## src/hw/rtl/fisd_pkg.sv

```systemverilog
// shared constants, types and controller/datapath bundles for the first-idle-server dispatcher
// no dependencies; imported by fisd_ctrl, fisd_datapath and the top level
package fisd_pkg;

    localparam int NUM_SERVERS    = 8;
    localparam int QUEUE_DEPTH    = 64;
    localparam int DURATION_BITS  = 9;

    localparam int SRV_IDX_BITS   = (NUM_SERVERS > 1) ? $clog2(NUM_SERVERS) : 1;
    localparam int SCAN_BITS      = $clog2(NUM_SERVERS + 1);
    localparam int Q_PTR_BITS     = (QUEUE_DEPTH > 1) ? $clog2(QUEUE_DEPTH) : 1;
    localparam int Q_LVL_BITS     = $clog2(QUEUE_DEPTH + 1);
    localparam int RUN_BITS       = 16;
    localparam int TICK_BITS      = 32;
    localparam int SRV_CNT_BITS   = 4;

    localparam int CFG_IDX_BITS   = 1;
    localparam int CFG_DATA_BITS  = 32;

    localparam int IN_TDATA_BITS  = ((DURATION_BITS + 7) / 8) * 8;
    localparam int OUT_FIELD_BITS = 2 * SCAN_BITS + NUM_SERVERS + Q_LVL_BITS + 2 * RUN_BITS + 3;
    localparam int OUT_TDATA_BITS = ((OUT_FIELD_BITS + 7) / 8) * 8;

    typedef enum logic [CFG_IDX_BITS-1:0] {
        CFG_SERVER_COUNT = 1'b0,
        CFG_MAX_TICKS    = 1'b1
    } t_cfg_idx;

    typedef enum logic [1:0] {
        ST_IDLE,
        ST_SCAN,
        ST_WRAP,
        ST_EMIT
    } t_state;

    // controller to datapath
    typedef struct packed {
        logic                    start;
        logic                    step;
        logic [SRV_IDX_BITS-1:0] idx;
        logic                    wrap;
        logic                    emit;
    } t_cmd;

    // datapath to controller
    typedef struct packed {
        logic                 limit;
        logic [SCAN_BITS-1:0] scan_count;
        logic                 out_free;
    } t_stat;

endpackage

```

## src/hw/rtl/fifo_first_idle_server_dispatcher_core.sv

```systemverilog
// top level of the first-idle-server job dispatcher
// depends on fisd_pkg, fisd_ctrl and fisd_datapath
//
// each input beat is one tick of simulated time and may carry a new job (tuser high)
// with its service duration. the block holds a 64-entry job queue in a memory and a
// countdown per server. on a tick the enabled servers are visited in index order, one
// server per clock: an idle server pulls the queue head, a busy one counts down and goes
// idle at zero. afterwards the no-dispatch streaks are updated and the new job is queued
// (dropped when the queue is full). once max_ticks ticks have run, further ticks change
// nothing and report limit_reached. a tick is accepted, then the enabled servers are
// scanned, then wrap-up updates the streaks and the queue, and the result is loaded into
// the output register once it is free; with no server enabled the scan is skipped, and
// a tick past the limit skips scan and wrap-up. one tick is worked at a time; the result
// sits in an output register so the next beat is taken while it waits. config writes
// (index 0 server_count, index 1 max_ticks) are taken in any cycle and must only be
// issued while no tick is in flight
module fifo_first_idle_server_dispatcher_core (
    input  logic                                 i_clk,
    input  logic                                 i_rst_n,
    // input stream
    input  logic                                 i_s_tvalid,
    output logic                                 o_s_tready,
    input  logic [fisd_pkg::IN_TDATA_BITS-1:0]   i_s_tdata,   // [8:0] arrival_duration
    input  logic                                 i_s_tuser,   // [0] arrival_valid
    // result stream
    output logic                                 o_m_tvalid,
    input  logic                                 i_m_tready,
    // [3:0] assigned_count, [11:4] assigned_mask, [15:12] active_count,
    // [22:16] queue_level, [38:23] idle_streak, [54:39] longest_streak,
    // [55] arrival_dropped, [56] limit_reached, [57] all_done, rest zero
    output logic [fisd_pkg::OUT_TDATA_BITS-1:0]  o_m_tdata,
    // config write channel
    input  logic                                 i_cfg_valid,
    output logic                                 o_cfg_ready,
    input  fisd_pkg::t_cfg_idx                   i_cfg_index,
    input  logic [fisd_pkg::CFG_DATA_BITS-1:0]   i_cfg_data
);
    import fisd_pkg::*;

    t_cmd  w_cmd;
    t_stat w_stat;

    // sequencer: one beat in, scan, wrap-up, result out
    fisd_ctrl u_ctrl (
        .i_clk      (i_clk),
        .i_rst_n    (i_rst_n),
        .i_s_tvalid (i_s_tvalid),
        .o_s_tready (o_s_tready),
        .i_stat     (w_stat),
        .o_cmd      (w_cmd)
    );

    // servers, queue, counters and output register
    fisd_datapath u_datapath (
        .i_clk       (i_clk),
        .i_rst_n     (i_rst_n),
        .i_cfg_valid (i_cfg_valid),
        .o_cfg_ready (o_cfg_ready),
        .i_cfg_index (i_cfg_index),
        .i_cfg_data  (i_cfg_data),
        .i_s_tdata   (i_s_tdata),
        .i_s_tuser   (i_s_tuser),
        .o_m_tvalid  (o_m_tvalid),
        .i_m_tready  (i_m_tready),
        .o_m_tdata   (o_m_tdata),
        .i_cmd       (w_cmd),
        .o_stat      (w_stat)
    );

endmodule

```

## src/hw/rtl/fisd_ctrl.sv

```systemverilog
// tick sequencer for the dispatcher: accept, per-server scan, wrap-up, result hand-off
// depends on fisd_pkg; drives fisd_datapath through t_cmd and reads t_stat
module fisd_ctrl (
    input  logic            i_clk,
    input  logic            i_rst_n,
    input  logic            i_s_tvalid,
    output logic            o_s_tready,
    input  fisd_pkg::t_stat i_stat,
    output fisd_pkg::t_cmd  o_cmd
);
    import fisd_pkg::*;

    t_state                  r_state;
    t_state                  n_state;
    logic [SRV_IDX_BITS-1:0] r_idx;
    logic [SRV_IDX_BITS-1:0] n_idx;
    logic                    w_accept;
    logic                    w_last;

    assign w_accept = (r_state == ST_IDLE) && i_s_tvalid;
    assign w_last   = ((SCAN_BITS'(r_idx) + SCAN_BITS'(1)) >= i_stat.scan_count);

    // next state
    always_comb begin
        n_state = r_state;
        n_idx   = r_idx;
        case (r_state)
            ST_IDLE: begin
                n_idx = '0;
                if (w_accept) begin
                    if (i_stat.limit) begin
                        n_state = ST_EMIT;
                    end else if (i_stat.scan_count == '0) begin
                        n_state = ST_WRAP;
                    end else begin
                        n_state = ST_SCAN;
                    end
                end
            end
            ST_SCAN: begin
                if (w_last) begin
                    n_state = ST_WRAP;
                end else begin
                    n_idx = r_idx + SRV_IDX_BITS'(1);
                end
            end
            ST_WRAP: begin
                n_state = ST_EMIT;
            end
            ST_EMIT: begin
                if (i_stat.out_free) begin
                    n_state = ST_IDLE;
                end
            end
            default: begin
                n_state = ST_IDLE;
            end
        endcase
    end

    // outputs
    always_comb begin
        o_s_tready = 1'b0;
        o_cmd      = '0;
        o_cmd.idx  = r_idx;
        case (r_state)
            ST_IDLE: begin
                o_s_tready  = 1'b1;
                o_cmd.start = i_s_tvalid;
            end
            ST_SCAN: begin
                o_cmd.step = 1'b1;
            end
            ST_WRAP: begin
                o_cmd.wrap = 1'b1;
            end
            ST_EMIT: begin
                o_cmd.emit = i_stat.out_free;
            end
            default: begin
                o_s_tready = 1'b0;
            end
        endcase
    end

    always_ff @(posedge i_clk) begin
        if (!i_rst_n) begin
            r_state <= ST_IDLE;
            r_idx   <= '0;
        end else begin
            r_state <= n_state;
            r_idx   <= n_idx;
        end
    end

endmodule

```

## src/hw/rtl/fisd_datapath.sv

```systemverilog
// dispatcher datapath: config registers, server countdowns, job queue memory,
// streak counters and the output register; depends on fisd_pkg, steered by fisd_ctrl
module fisd_datapath (
    input  logic                                 i_clk,
    input  logic                                 i_rst_n,
    input  logic                                 i_cfg_valid,
    output logic                                 o_cfg_ready,
    input  fisd_pkg::t_cfg_idx                   i_cfg_index,
    input  logic [fisd_pkg::CFG_DATA_BITS-1:0]   i_cfg_data,
    input  logic [fisd_pkg::IN_TDATA_BITS-1:0]   i_s_tdata,
    input  logic                                 i_s_tuser,
    output logic                                 o_m_tvalid,
    input  logic                                 i_m_tready,
    output logic [fisd_pkg::OUT_TDATA_BITS-1:0]  o_m_tdata,
    input  fisd_pkg::t_cmd                       i_cmd,
    output fisd_pkg::t_stat                      o_stat
);
    import fisd_pkg::*;

    // configuration
    logic [SRV_CNT_BITS-1:0]   r_server_count;
    logic [TICK_BITS-1:0]      r_max_ticks;

    // servers
    logic [DURATION_BITS-1:0]  r_cd [NUM_SERVERS];
    logic [NUM_SERVERS-1:0]    r_busy;
    logic [NUM_SERVERS-1:0]    n_busy;
    logic                      w_cd_we;
    logic [DURATION_BITS-1:0]  w_cd_val;

    // job queue
    logic [DURATION_BITS-1:0]  r_mem [QUEUE_DEPTH];
    logic [DURATION_BITS-1:0]  r_rd_data;
    logic [Q_PTR_BITS-1:0]     r_head;
    logic [Q_PTR_BITS-1:0]     n_head;
    logic [Q_PTR_BITS-1:0]     r_tail;
    logic [Q_PTR_BITS-1:0]     n_tail;
    logic [Q_LVL_BITS-1:0]     r_level;
    logic [Q_LVL_BITS-1:0]     n_level;
    logic                      w_push;

    // tick bookkeeping
    logic [RUN_BITS-1:0]       r_run;
    logic [RUN_BITS-1:0]       n_run;
    logic [RUN_BITS-1:0]       r_longest;
    logic [RUN_BITS-1:0]       n_longest;
    logic [TICK_BITS-1:0]      r_elapsed;
    logic [TICK_BITS-1:0]      n_elapsed;
    logic                      w_limit;

    // per-tick item and result accumulators
    logic                      r_arrive;
    logic                      n_arrive;
    logic [DURATION_BITS-1:0]  r_dur;
    logic [DURATION_BITS-1:0]  n_dur;
    logic [SCAN_BITS-1:0]      r_assigned;
    logic [SCAN_BITS-1:0]      n_assigned;
    logic [NUM_SERVERS-1:0]    r_mask;
    logic [NUM_SERVERS-1:0]    n_mask;
    logic [SCAN_BITS-1:0]      r_active;
    logic [SCAN_BITS-1:0]      n_active;
    logic                      r_dropped;
    logic                      n_dropped;
    logic                      r_limit;
    logic                      n_limit;

    // output register
    logic                      r_out_valid;
    logic                      n_out_valid;
    logic [OUT_TDATA_BITS-1:0] r_out_data;
    logic [OUT_TDATA_BITS-1:0] n_out_data;
    logic                      w_all_done;

    function automatic logic [Q_PTR_BITS-1:0] ptr_inc(input logic [Q_PTR_BITS-1:0] p);
        ptr_inc = (p == Q_PTR_BITS'(QUEUE_DEPTH - 1)) ? '0 : p + Q_PTR_BITS'(1);
    endfunction

    assign o_cfg_ready = 1'b1;
    assign w_limit     = (r_elapsed >= r_max_ticks);
    assign w_all_done  = (r_level == '0) && (r_busy == '0);

    assign o_stat.limit      = w_limit;
    assign o_stat.scan_count = (r_server_count > SRV_CNT_BITS'(NUM_SERVERS))
                             ? SCAN_BITS'(NUM_SERVERS) : SCAN_BITS'(r_server_count);
    assign o_stat.out_free   = !r_out_valid || i_m_tready;

    assign o_m_tvalid = r_out_valid;
    assign o_m_tdata  = r_out_data;

    always_comb begin
        n_busy      = r_busy;
        w_cd_we     = 1'b0;
        w_cd_val    = '0;
        n_head      = r_head;
        n_tail      = r_tail;
        n_level     = r_level;
        w_push      = 1'b0;
        n_run       = r_run;
        n_longest   = r_longest;
        n_elapsed   = r_elapsed;
        n_arrive    = r_arrive;
        n_dur       = r_dur;
        n_assigned  = r_assigned;
        n_mask      = r_mask;
        n_active    = r_active;
        n_dropped   = r_dropped;
        n_limit     = r_limit;
        n_out_valid = r_out_valid;
        n_out_data  = r_out_data;

        if (i_cmd.start) begin
            n_arrive   = i_s_tuser;
            n_dur      = i_s_tdata[DURATION_BITS-1:0];
            n_assigned = '0;
            n_mask     = '0;
            n_active   = '0;
            n_limit    = w_limit;
            n_dropped  = i_s_tuser && w_limit;
        end

        if (i_cmd.step) begin
            if (r_busy[i_cmd.idx]) begin
                n_active = r_active + SCAN_BITS'(1);
                w_cd_we  = 1'b1;
                if (r_cd[i_cmd.idx] <= DURATION_BITS'(1)) begin
                    n_busy[i_cmd.idx] = 1'b0;
                    w_cd_val          = '0;
                end else begin
                    w_cd_val = r_cd[i_cmd.idx] - DURATION_BITS'(1);
                end
            end else if (r_level != '0) begin
                // idle server takes the queue head
                w_cd_we           = 1'b1;
                w_cd_val          = r_rd_data;
                n_busy[i_cmd.idx] = 1'b1;
                n_head            = ptr_inc(r_head);
                n_level           = r_level - Q_LVL_BITS'(1);
                n_assigned        = r_assigned + SCAN_BITS'(1);
                n_mask[i_cmd.idx] = 1'b1;
            end
        end

        if (i_cmd.wrap) begin
            if (r_assigned == '0) begin
                if (r_run != '1) begin
                    n_run = r_run + RUN_BITS'(1);
                end
            end else begin
                n_run = '0;
            end
            if (r_longest < n_run) begin
                n_longest = n_run;
            end
            if (r_arrive) begin
                if (r_level >= Q_LVL_BITS'(QUEUE_DEPTH)) begin
                    n_dropped = 1'b1;
                end else begin
                    w_push  = 1'b1;
                    n_tail  = ptr_inc(r_tail);
                    n_level = r_level + Q_LVL_BITS'(1);
                end
            end
            n_elapsed = r_elapsed + TICK_BITS'(1);
        end

        if (i_cmd.emit) begin
            n_out_valid = 1'b1;
            n_out_data  = {{(OUT_TDATA_BITS - OUT_FIELD_BITS){1'b0}},
                           w_all_done, r_limit, r_dropped, r_longest, r_run,
                           r_level, r_active, r_mask, r_assigned};
        end else if (i_m_tready) begin
            n_out_valid = 1'b0;
        end
    end

    // queue memory, read port always looks at the next head
    always_ff @(posedge i_clk) begin
        if (w_push) begin
            r_mem[r_tail] <= r_dur;
        end
        if (w_push && (r_tail == n_head)) begin
            r_rd_data <= r_dur;
        end else begin
            r_rd_data <= r_mem[n_head];
        end
    end

    always_ff @(posedge i_clk) begin
        if (w_cd_we) begin
            r_cd[i_cmd.idx] <= w_cd_val;
        end
        r_arrive   <= n_arrive;
        r_dur      <= n_dur;
        r_out_data <= n_out_data;
    end

    always_ff @(posedge i_clk) begin
        if (!i_rst_n) begin
            r_server_count <= SRV_CNT_BITS'(NUM_SERVERS);
            r_max_ticks    <= '1;
            r_busy         <= '0;
            r_head         <= '0;
            r_tail         <= '0;
            r_level        <= '0;
            r_run          <= '0;
            r_longest      <= '0;
            r_elapsed      <= '0;
            r_assigned     <= '0;
            r_mask         <= '0;
            r_active       <= '0;
            r_dropped      <= 1'b0;
            r_limit        <= 1'b0;
            r_out_valid    <= 1'b0;
        end else begin
            if (i_cfg_valid) begin
                case (i_cfg_index)
                    CFG_SERVER_COUNT: r_server_count <= i_cfg_data[SRV_CNT_BITS-1:0];
                    CFG_MAX_TICKS:    r_max_ticks    <= i_cfg_data[TICK_BITS-1:0];
                    default:          r_max_ticks    <= r_max_ticks;
                endcase
            end
            r_busy      <= n_busy;
            r_head      <= n_head;
            r_tail      <= n_tail;
            r_level     <= n_level;
            r_run       <= n_run;
            r_longest   <= n_longest;
            r_elapsed   <= n_elapsed;
            r_assigned  <= n_assigned;
            r_mask      <= n_mask;
            r_active    <= n_active;
            r_dropped   <= n_dropped;
            r_limit     <= n_limit;
            r_out_valid <= n_out_valid;
        end
    end

`ifndef SYNTHESIS
    a_level_bound: assert property (@(posedge i_clk) disable iff (!i_rst_n)
        r_level <= Q_LVL_BITS'(QUEUE_DEPTH))
        else $error("queue level above depth");

    a_mask_count: assert property (@(posedge i_clk) disable iff (!i_rst_n)
        $countones(r_mask) == int'(r_assigned))
        else $error("assigned mask and count disagree");

    a_server_sum: assert property (@(posedge i_clk) disable iff (!i_rst_n)
        (int'(r_assigned) + int'(r_active)) <= NUM_SERVERS)
        else $error("more servers touched than exist");

    // the level checked is the one seen at wrap-up, before the push
    a_drop_full: assert property (@(posedge i_clk) disable iff (!i_rst_n)
        (i_cmd.wrap && r_arrive && !r_limit) |=>
            (r_dropped == ($past(r_level) == Q_LVL_BITS'(QUEUE_DEPTH))))
        else $error("drop flag does not match full queue");
`endif

endmodule

```

## config.mk

```make
export PLATFORM = sky130hd
export DESIGN_NAME = fifo_first_idle_server_dispatcher_core
export DESIGN_NICKNAME = d
export VERILOG_FILES = /design/src/hw/rtl/fisd_pkg.sv /design/src/hw/rtl/fifo_first_idle_server_dispatcher_core.sv /design/src/hw/rtl/fisd_ctrl.sv /design/src/hw/rtl/fisd_datapath.sv
export SDC_FILE = /design/constraint.sdc
export NUM_CORES = 1
export LEC_CHECK = 0
export BUFFER_PORTS_ARGS = -buffer_cell sky130_fd_sc_hd__buf_2
export CAP_MARGIN = 20
export CELL_PAD_IN_SITES_DETAIL_PLACEMENT = 1
export CELL_PAD_IN_SITES_GLOBAL_PLACEMENT = 2
export CORE_ASPECT_RATIO = 1.1
export CORE_UTILIZATION = 50
export CTS_CLUSTER_DIAMETER = 150
export DETAILED_ROUTE_END_ITERATION = 8
export PLACE_DENSITY_LB_ADDON = 0.1
export SYNTH_ARGS = -nofsm -noshare
export SYNTH_HDL_FRONTEND = slang
export SYNTH_HIERARCHICAL = 1
export SYNTH_SLANG_ARGS = --single-unit
```

## constraint.sdc

```tcl
create_clock -name i_clk -period 7.6 [get_ports i_clk]
set_input_delay 1.52 -clock i_clk [delete_from_list [all_inputs] [get_ports i_clk]]
set_output_delay 1.52 -clock i_clk [all_outputs]
set_load 0.05 [all_outputs]
```

# Yosys cells after proc, flatten, opt, wreduce, memory -nomap -nowiden
# Memory sizes are Yosys's and may differ from the RTL's. A register that Yosys moved wholly into a read port is not among the register bits.
# Index checks and enable logic that the tools add are counted.
totals:
  mem_bits_rw: 648
  latch_bits: 0
  n_memories: 2
  mem_bits_ro: 0
  reg_bits: 219
  word_cells: 148
  inputBits: 55
  out_inout_bits: 67
classes:
  n_bitwise: 6
  n_mul: 0
  n_addsub: 11
  mux: 68
  n_lt_le_gt_ge: 8
  n_reduce_logical: 22
  n_div: 0
  eq_ne: 11
  shift: 0
memory_table:
  columns: ["memory", "depth", "width", "rd", "rd_ports_with_merged_regs", "wr", "line", "rtl"]
  rows:
  - ["u_datapath.r_mem", 64, 9, 1, 1, 1, "fisd_datapath.sv:32", "logic [DURATION_BITS-1:0] r_mem [QUEUE_DEPTH];"]
  - ["u_datapath.r_cd", 8, 9, 1, 1, 1, "fisd_datapath.sv:25", "logic [DURATION_BITS-1:0] r_cd [NUM_SERVERS];"]
op_table:
  columns: ["operator", "n"]
  rows:
  - ["$mux W8", 7]
  - ["$mux W16", 3]
  - ["$mux W7", 6]
  - ["$mux W9", 4]
  - ["$add A32 B1 Y32 const B", 1]
  - ["$ge A32 B32 Y1", 1]
  - ["$mux W4", 8]
  - ["$mux W6", 5]
  - ["$mux W1", 23]
  - ["$add A16 B1 Y16 const B", 1]
  - ["$lt A16 B16 Y1", 1]
  - ["$ne A16 B16 Y1 const B", 1]
  - ["$or A8 B8 Y8", 2]
  - ["$add A6 B1 Y6 const B", 2]
  - ["$eq A6 B6 Y1 const B", 2]
  - ["$mux W2", 5]
  - ["$le A9 B1 Y1 const B", 1]
  - ["$mux W3", 3]
  - ["$reduce_and A3 Y1", 3]
  - ["$sub A9 B1 Y9 const B", 1]
  - ["$add A4 B1 Y4 const B", 2]
  - ["$and A8 B8 Y8", 1]
  - ["$logic_not A4 Y1", 2]
  - ["$logic_not A8 Y1", 1]
  - ["other kinds (27)", 40]

# Depth between registers and ports, before layout
logic_depth:
  word_depth: 8
  depth_mapped: 16
  ltp_nobuf: 13

# By module
# Netlist, hierarchy kept.
modules_own_cells:
  columns: ["module", "area_per_inst_um2", "cells_per_inst", "n_inst", "seq_area_each_um2"]
  rows:
  - ["fisd_datapath", 35446.5, 2204, 1, 24543.5]
  - ["fisd_ctrl", 509.2, 57, 1, 100.1]

# Worst setup path before layout
# No wires, ideal clock.
synth_timing:
  path_type: "reg-to-reg"
  startpoint: "register u_datapath.r_run[0]"
  endpoint: "register u_datapath.r_longest[14]"
  required_time_ns: 7.528
  path_slack_ns: 3.839
  path_stages_with_launch: 17
  path_buffers: 3
  arrival_time_ns: 3.690
  setup_time_ns: 0.072
  synth_period_minus_slack_ns: 3.761
  cell_sequence: "dfxtp_1 > ha_1 > and2_1 > buf_6 > and3_1 > clkbuf_1 > a211oi_1 > mux2i_1 > inv_1 > ha_1 > a21o_1 > a21o_1 > a2111oi_0 > nor3_1 > a211oi_4 > buf_8 > mux2i_1"
synth_between:
  elab_chain_cells: 6
  elab_cells_between_ends: 7
  classes_between: "1 x add/sub; 1 x order compare; 1 x eq/ne; 3 x mux; 1 x reduce/logical"
synth_rtl:
  columns: ["item", "line", "rtl"]
  rows:
  - ["start: declaration", "fisd_datapath.sv:43", "logic [RUN_BITS-1:0] r_run;"]
  - ["start signal: assignment", "fisd_datapath.sv:226", "r_run <= n_run;"]
  - ["$add A16 B1 Y16 or $ne A16 B16 Y1 (tied branches)", "fisd_datapath.sv:146, fisd_datapath.sv:145", null]
  - ["$mux W16 (*)", "fisd_datapath.sv:145", "if (r_run != '1) begin"]
  - ["$mux W16 (*)", "fisd_datapath.sv:144", "if (r_assigned == '0) begin"]
  - ["$mux W16 (*)", "fisd_datapath.sv:143", "if (i_cmd.wrap) begin"]
  - ["$lt A16 B16 Y1", "fisd_datapath.sv:151", "if (r_longest < n_run) begin"]
  - ["$reduce_and A2 Y1 (no line)", null, null]
  - ["end signal: assignment", "fisd_datapath.sv:227", "r_longest <= n_longest;"]
  - ["end: declaration", "fisd_datapath.sv:45", "logic [RUN_BITS-1:0] r_longest;"]
# Mark *: on every way between the ends. The rest lies on a longest branch, timed or not. The select of a mux whose other input is x is not followed.
# A chain may end at the register's enable or synchronous reset.

# Worst setup path in the final report
layout_timing:
  startpoint: "register u_datapath.r_run[0]"
  endpoint: "register u_datapath.r_longest[15]"
# Same word-level chain as after synthesis.

==> results.yml <==
global_routing:
  global_route.overflow_total: 0
  track_usage_pct: 23.6
  grt_first_pass_wirelength_um: 129000
  antenna_violations_before_repair: 1
  number_of_global_route_vias_before_repair: 20993
  largest_net_degree_at_the_start_of_global_routing: 77
worst_hold_path:
  worstHoldPathCells: 0
  worst_hold_path_type: "reg2reg"
sta:
  clock_skew_ns: 0.0205
  max_freq_mhz: 225
  finalHoldViolations: 0
  worst_slew_margin_rel_pct: 30.0
  timing_worst_slew_pin_value_ns: 1.05
  finalSetupViolCount: 0
  layout_worst_path_cycle_share_pct: 58.5
  slew_viol_final: 0
  timing.setup.tns_ns: 0
  rsz0062_at_grt: "no"
  postLayoutSetupSlackWorst_ns: 3.15
  final_period_minus_worst_setup_slack_ns: 4.45
drt:
  first_pass_iters: 7
  dr_total_vias: 20137
  post-route-drc-count: 0
  detail_route.wl_per_cell_um: 25.2
  via_per_inst: 5.94
  first_iter_violations: 1439
  ant_nets: 0
  route.final.wire_length_um: 85500
critical_path:
  crit_buf_inv: 2
  cp_num_cells: 14
  cp_slowest_stage_delay_ns: 0.54
  r2r_cells: 14
  critPathLaunchType: "flop"
  critical_path_slowest_stage_cell: "sky130_fd_sc_hd__a211oi_4"
  data_arrival_time_of_the_critical_path_ns: 5.00
  worst_path_dominant_cell_family: "compound AO/OA/AOI/OAI gates"
  setup.reg_to_reg.worst_slack_ns: 3.15
  worstSetupPathType: "reg2reg"
  cp_cell_sequence: "ha_1, and2_1, and3_1, a211oi_1, mux2i_1, inv_1, ha_1, a21o_1, a21o_1, a2111oi_0, nor3_1, a211oi_4, buf_4, mux2i_1"
  cp_max_fo: 10
  worst_setup_path_end_kind: "flop"
  required_ns: 8.15
power_and_ir_drop:
  cell_internal_pwr_w: 0.00866
  vdd_ir_drop_max_uv: 207
  p_sw_w: 0.00320
  p_sw_share_pct: 27.0
  power_frac_comb_pct: 16.2
  share_clk_of_total_power_pct: 36.1
  power_leakage_nw: 13.4
  pwr_density_nw_per_um2: 294
  power_frac_seq_pct: 47.7
finish:
  antenna_cells_inserted: 0
  post_route_cells_drive_above_1_share_pct: 19.9
  utilization_pct: 56.9
  synthToLayoutAreaGrowth_pct: 12.0
  final_net_count: 2498
  filler_cell_count: 6523
yosys:
  synth.cell_area_um2: 36000
  ys_seq_area_share_pct: 68.5
  synth.top_cells.by_count: "sky130_fd_sc_hd__edfxtp_1, sky130_fd_sc_hd__nor2_1, sky130_fd_sc_hd__mux4_2, sky130_fd_sc_hd__dfxtp_1, sky130_fd_sc_hd__nand2_1"
  number_of_flops_mapped_to_enable_cells_by_yosys: 716
  warning_count_from_the_yosys_run: 6
  synth_top_area_cell: "sky130_fd_sc_hd__edfxtp_1"
  post_synth_top_area_share_pct: 59.8
  netlist-cell-type-count: 87
  register_bit_count_reported_by_yosys: 873
  ys_async_sr_fraction_pct: 0
  yosys-top-cells-area: "sky130_fd_sc_hd__edfxtp_1, sky130_fd_sc_hd__mux4_2, sky130_fd_sc_hd__dfxtp_1"
  post_synth_inst_count: 2261
  synth_ff_type: "sky130_fd_sc_hd__edfxtp_1"
  yosys.cell_count.top_type: "sky130_fd_sc_hd__edfxtp_1"
  syn_avg_cell_area_um2: 15.9
cts:
  root_driver: "sky130_fd_sc_hd__clkbuf_16"
  postCtsSetupRepairBufs: 0
  cts-resized-gates: 0
  clk-insertion-delay-late_ns: 0.64
  cts.htree.levels: 3
  tritoncts_clock_tree: "built"
  clock_path_buffers: 3
  cts.clk_slew.worst_paths_ns: 0.06
  cts_buffers: 90
  cts.hold.buffers_added: 0
  cts_num_sinks: 873
floorplan:
  die-width_um: 258
  initial_core_util_pct: 50.8
  placeableCoreArea_um2: 70800
  ports: 122
  chipHeight_um: 283
  floorplan.die_area_um2: 73000
  placementRows: 102
place:
  pre_cts_ws_ns: 3.11
  post-dp-hpwl_um: 53400
  port_buffers: 107
  place_congestion: 0.795
run_status:
  run_status: "completed"
flow_run:
  cap_violations: 0
metal layers:
layer  vias to the layer above  track usage [%]  part of all wire (%)
li1                       9049                -                     -
met1                     10500             32.1                    43
met2                       465             39.8                    50
met3                       121             3.01                   4.7
met4                         2             6.82                   2.2
met5                         -                0                 0.015
flip-flops by register name (all words and copies together), names as in the netlist, 4 cells and up, named ones only:
name / flops
u_datapath/r_run: 16
u_datapath/r_longest: 16
u_datapath/r_mem: 576
u_datapath/r_level: 7
u_datapath/r_max_ticks: 32
u_datapath/r_head: 6
u_datapath/r_tail: 6
u_datapath/r_server_count: 4
u_datapath/r_cd: 72
u_datapath/r_dur: 9
u_datapath/r_assigned: 4
u_datapath/r_mask: 8
u_datapath/r_active: 4
u_datapath/r_elapsed: 32
u_datapath/o_m_tdata: 58
worst paths after layout:
kind                              end                  from
max          u_datapath/r_longest[15]   u_datapath/r_run[0]
max reg2reg  u_datapath/r_longest[15]   u_datapath/r_run[0]
min reg2reg  u_datapath/o_m_tdata[55]  u_datapath/r_dropped
min          u_datapath/o_m_tdata[55]  u_datapath/r_dropped
stage by stage:
| step | total power [W] | cells | hold slack [ns] | cell area, µm² |
|---|---|---|---|---|
| final | 0.0119 | 3388 | 0.434 | 40300 |
| after global routing | 0.0123 | 3388 | 0.438 | 40300 |
| after CTS | 0.0120 | 3386 | 0.432 | 40300 |
| after detailed placement | 0.00770 | 3217 | 0.417 | 37400 |
| after global placement | 0.00763 | 3216 | 0.412 | 37400 |
| after floorplan | 0.00708 | 2266 | 0.403 | 36000 |
power by group through the flow:
stage | logic, W | clock network (W) | registers (W)
floorplan | 0.00122 | 0 | 0.00586
global placement | 0.00188 | 0 | 0.00575
detailed placement | 0.00194 | 0 | 0.00576
CTS | 0.00195 | 0.00440 | 0.00566
global route | 0.00208 | 0.00455 | 0.00567
finish | 0.00192 | 0.00429 | 0.00565
cell families (layout without fill, tap and decap cells):
kind of cell	after synthesis	count (layout)	synth area share [%]
DFF	873	873	68.5
and+or+nand+nor	525	525	7.12
AOI/OAI and AO/OA	294	294	5.69
muxes	254	254	12.8
buffers and inverters	204	390	2.50
adders and majority gates	68	68	2.37
xor gates and xnor gates	41	41	0.999
other	2	7	0.0209
cell type report:
cell class / count / area, µm² / share of cell area, %
sequential: 873 / 24700 / 61.2
multi-input combinational: 1189 / 10500 / 25.9
clock buffer: 125 / 2450 / 6.09
tap: 936 / 1170 / 2.91
timing repair buffer: 145 / 847 / 2.10
clock inverter: 44 / 418 / 1.04
inverter: 76 / 285 / 0.708
cells in the final DEF, fill, tap and decap left out, types with 12 or more instances in the layout:
master	netlist	routed
sky130_fd_sc_hd__clkinv_1	2	15
sky130_fd_sc_hd__clkinv_2	0	15
sky130_fd_sc_hd__clkbuf_1	74	28
sky130_fd_sc_hd__o21ai_0	43	43
sky130_fd_sc_hd__nand3_1	40	40
sky130_fd_sc_hd__dfxtp_1	157	154
sky130_fd_sc_hd__nand2_1	138	138
sky130_fd_sc_hd__nor2_1	164	163
sky130_fd_sc_hd__buf_4	20	35
sky130_fd_sc_hd__a211oi_1	12	12
sky130_fd_sc_hd__a21oi_1	65	65
sky130_fd_sc_hd__clkbuf_16	0	90
sky130_fd_sc_hd__o211ai_1	42	42
sky130_fd_sc_hd__mux4_2	162	162
sky130_fd_sc_hd__xnor2_1	18	18
sky130_fd_sc_hd__nor3_1	28	26
sky130_fd_sc_hd__a22oi_1	47	47
sky130_fd_sc_hd__mux2_2	16	16
sky130_fd_sc_hd__a31oi_1	14	14
sky130_fd_sc_hd__edfxtp_1	716	716
sky130_fd_sc_hd__xor2_1	23	23
sky130_fd_sc_hd__inv_1	73	72
sky130_fd_sc_hd__buf_2	20	106
sky130_fd_sc_hd__nand4_1	29	29
sky130_fd_sc_hd__nor2b_1	13	13
sky130_fd_sc_hd__and3_1	13	13
sky130_fd_sc_hd__ha_1	68	68
sky130_fd_sc_hd__nand2b_1	20	20
sky130_fd_sc_hd__mux2i_1	76	76
Note: power is estimated with default switching activity, not from simulation.
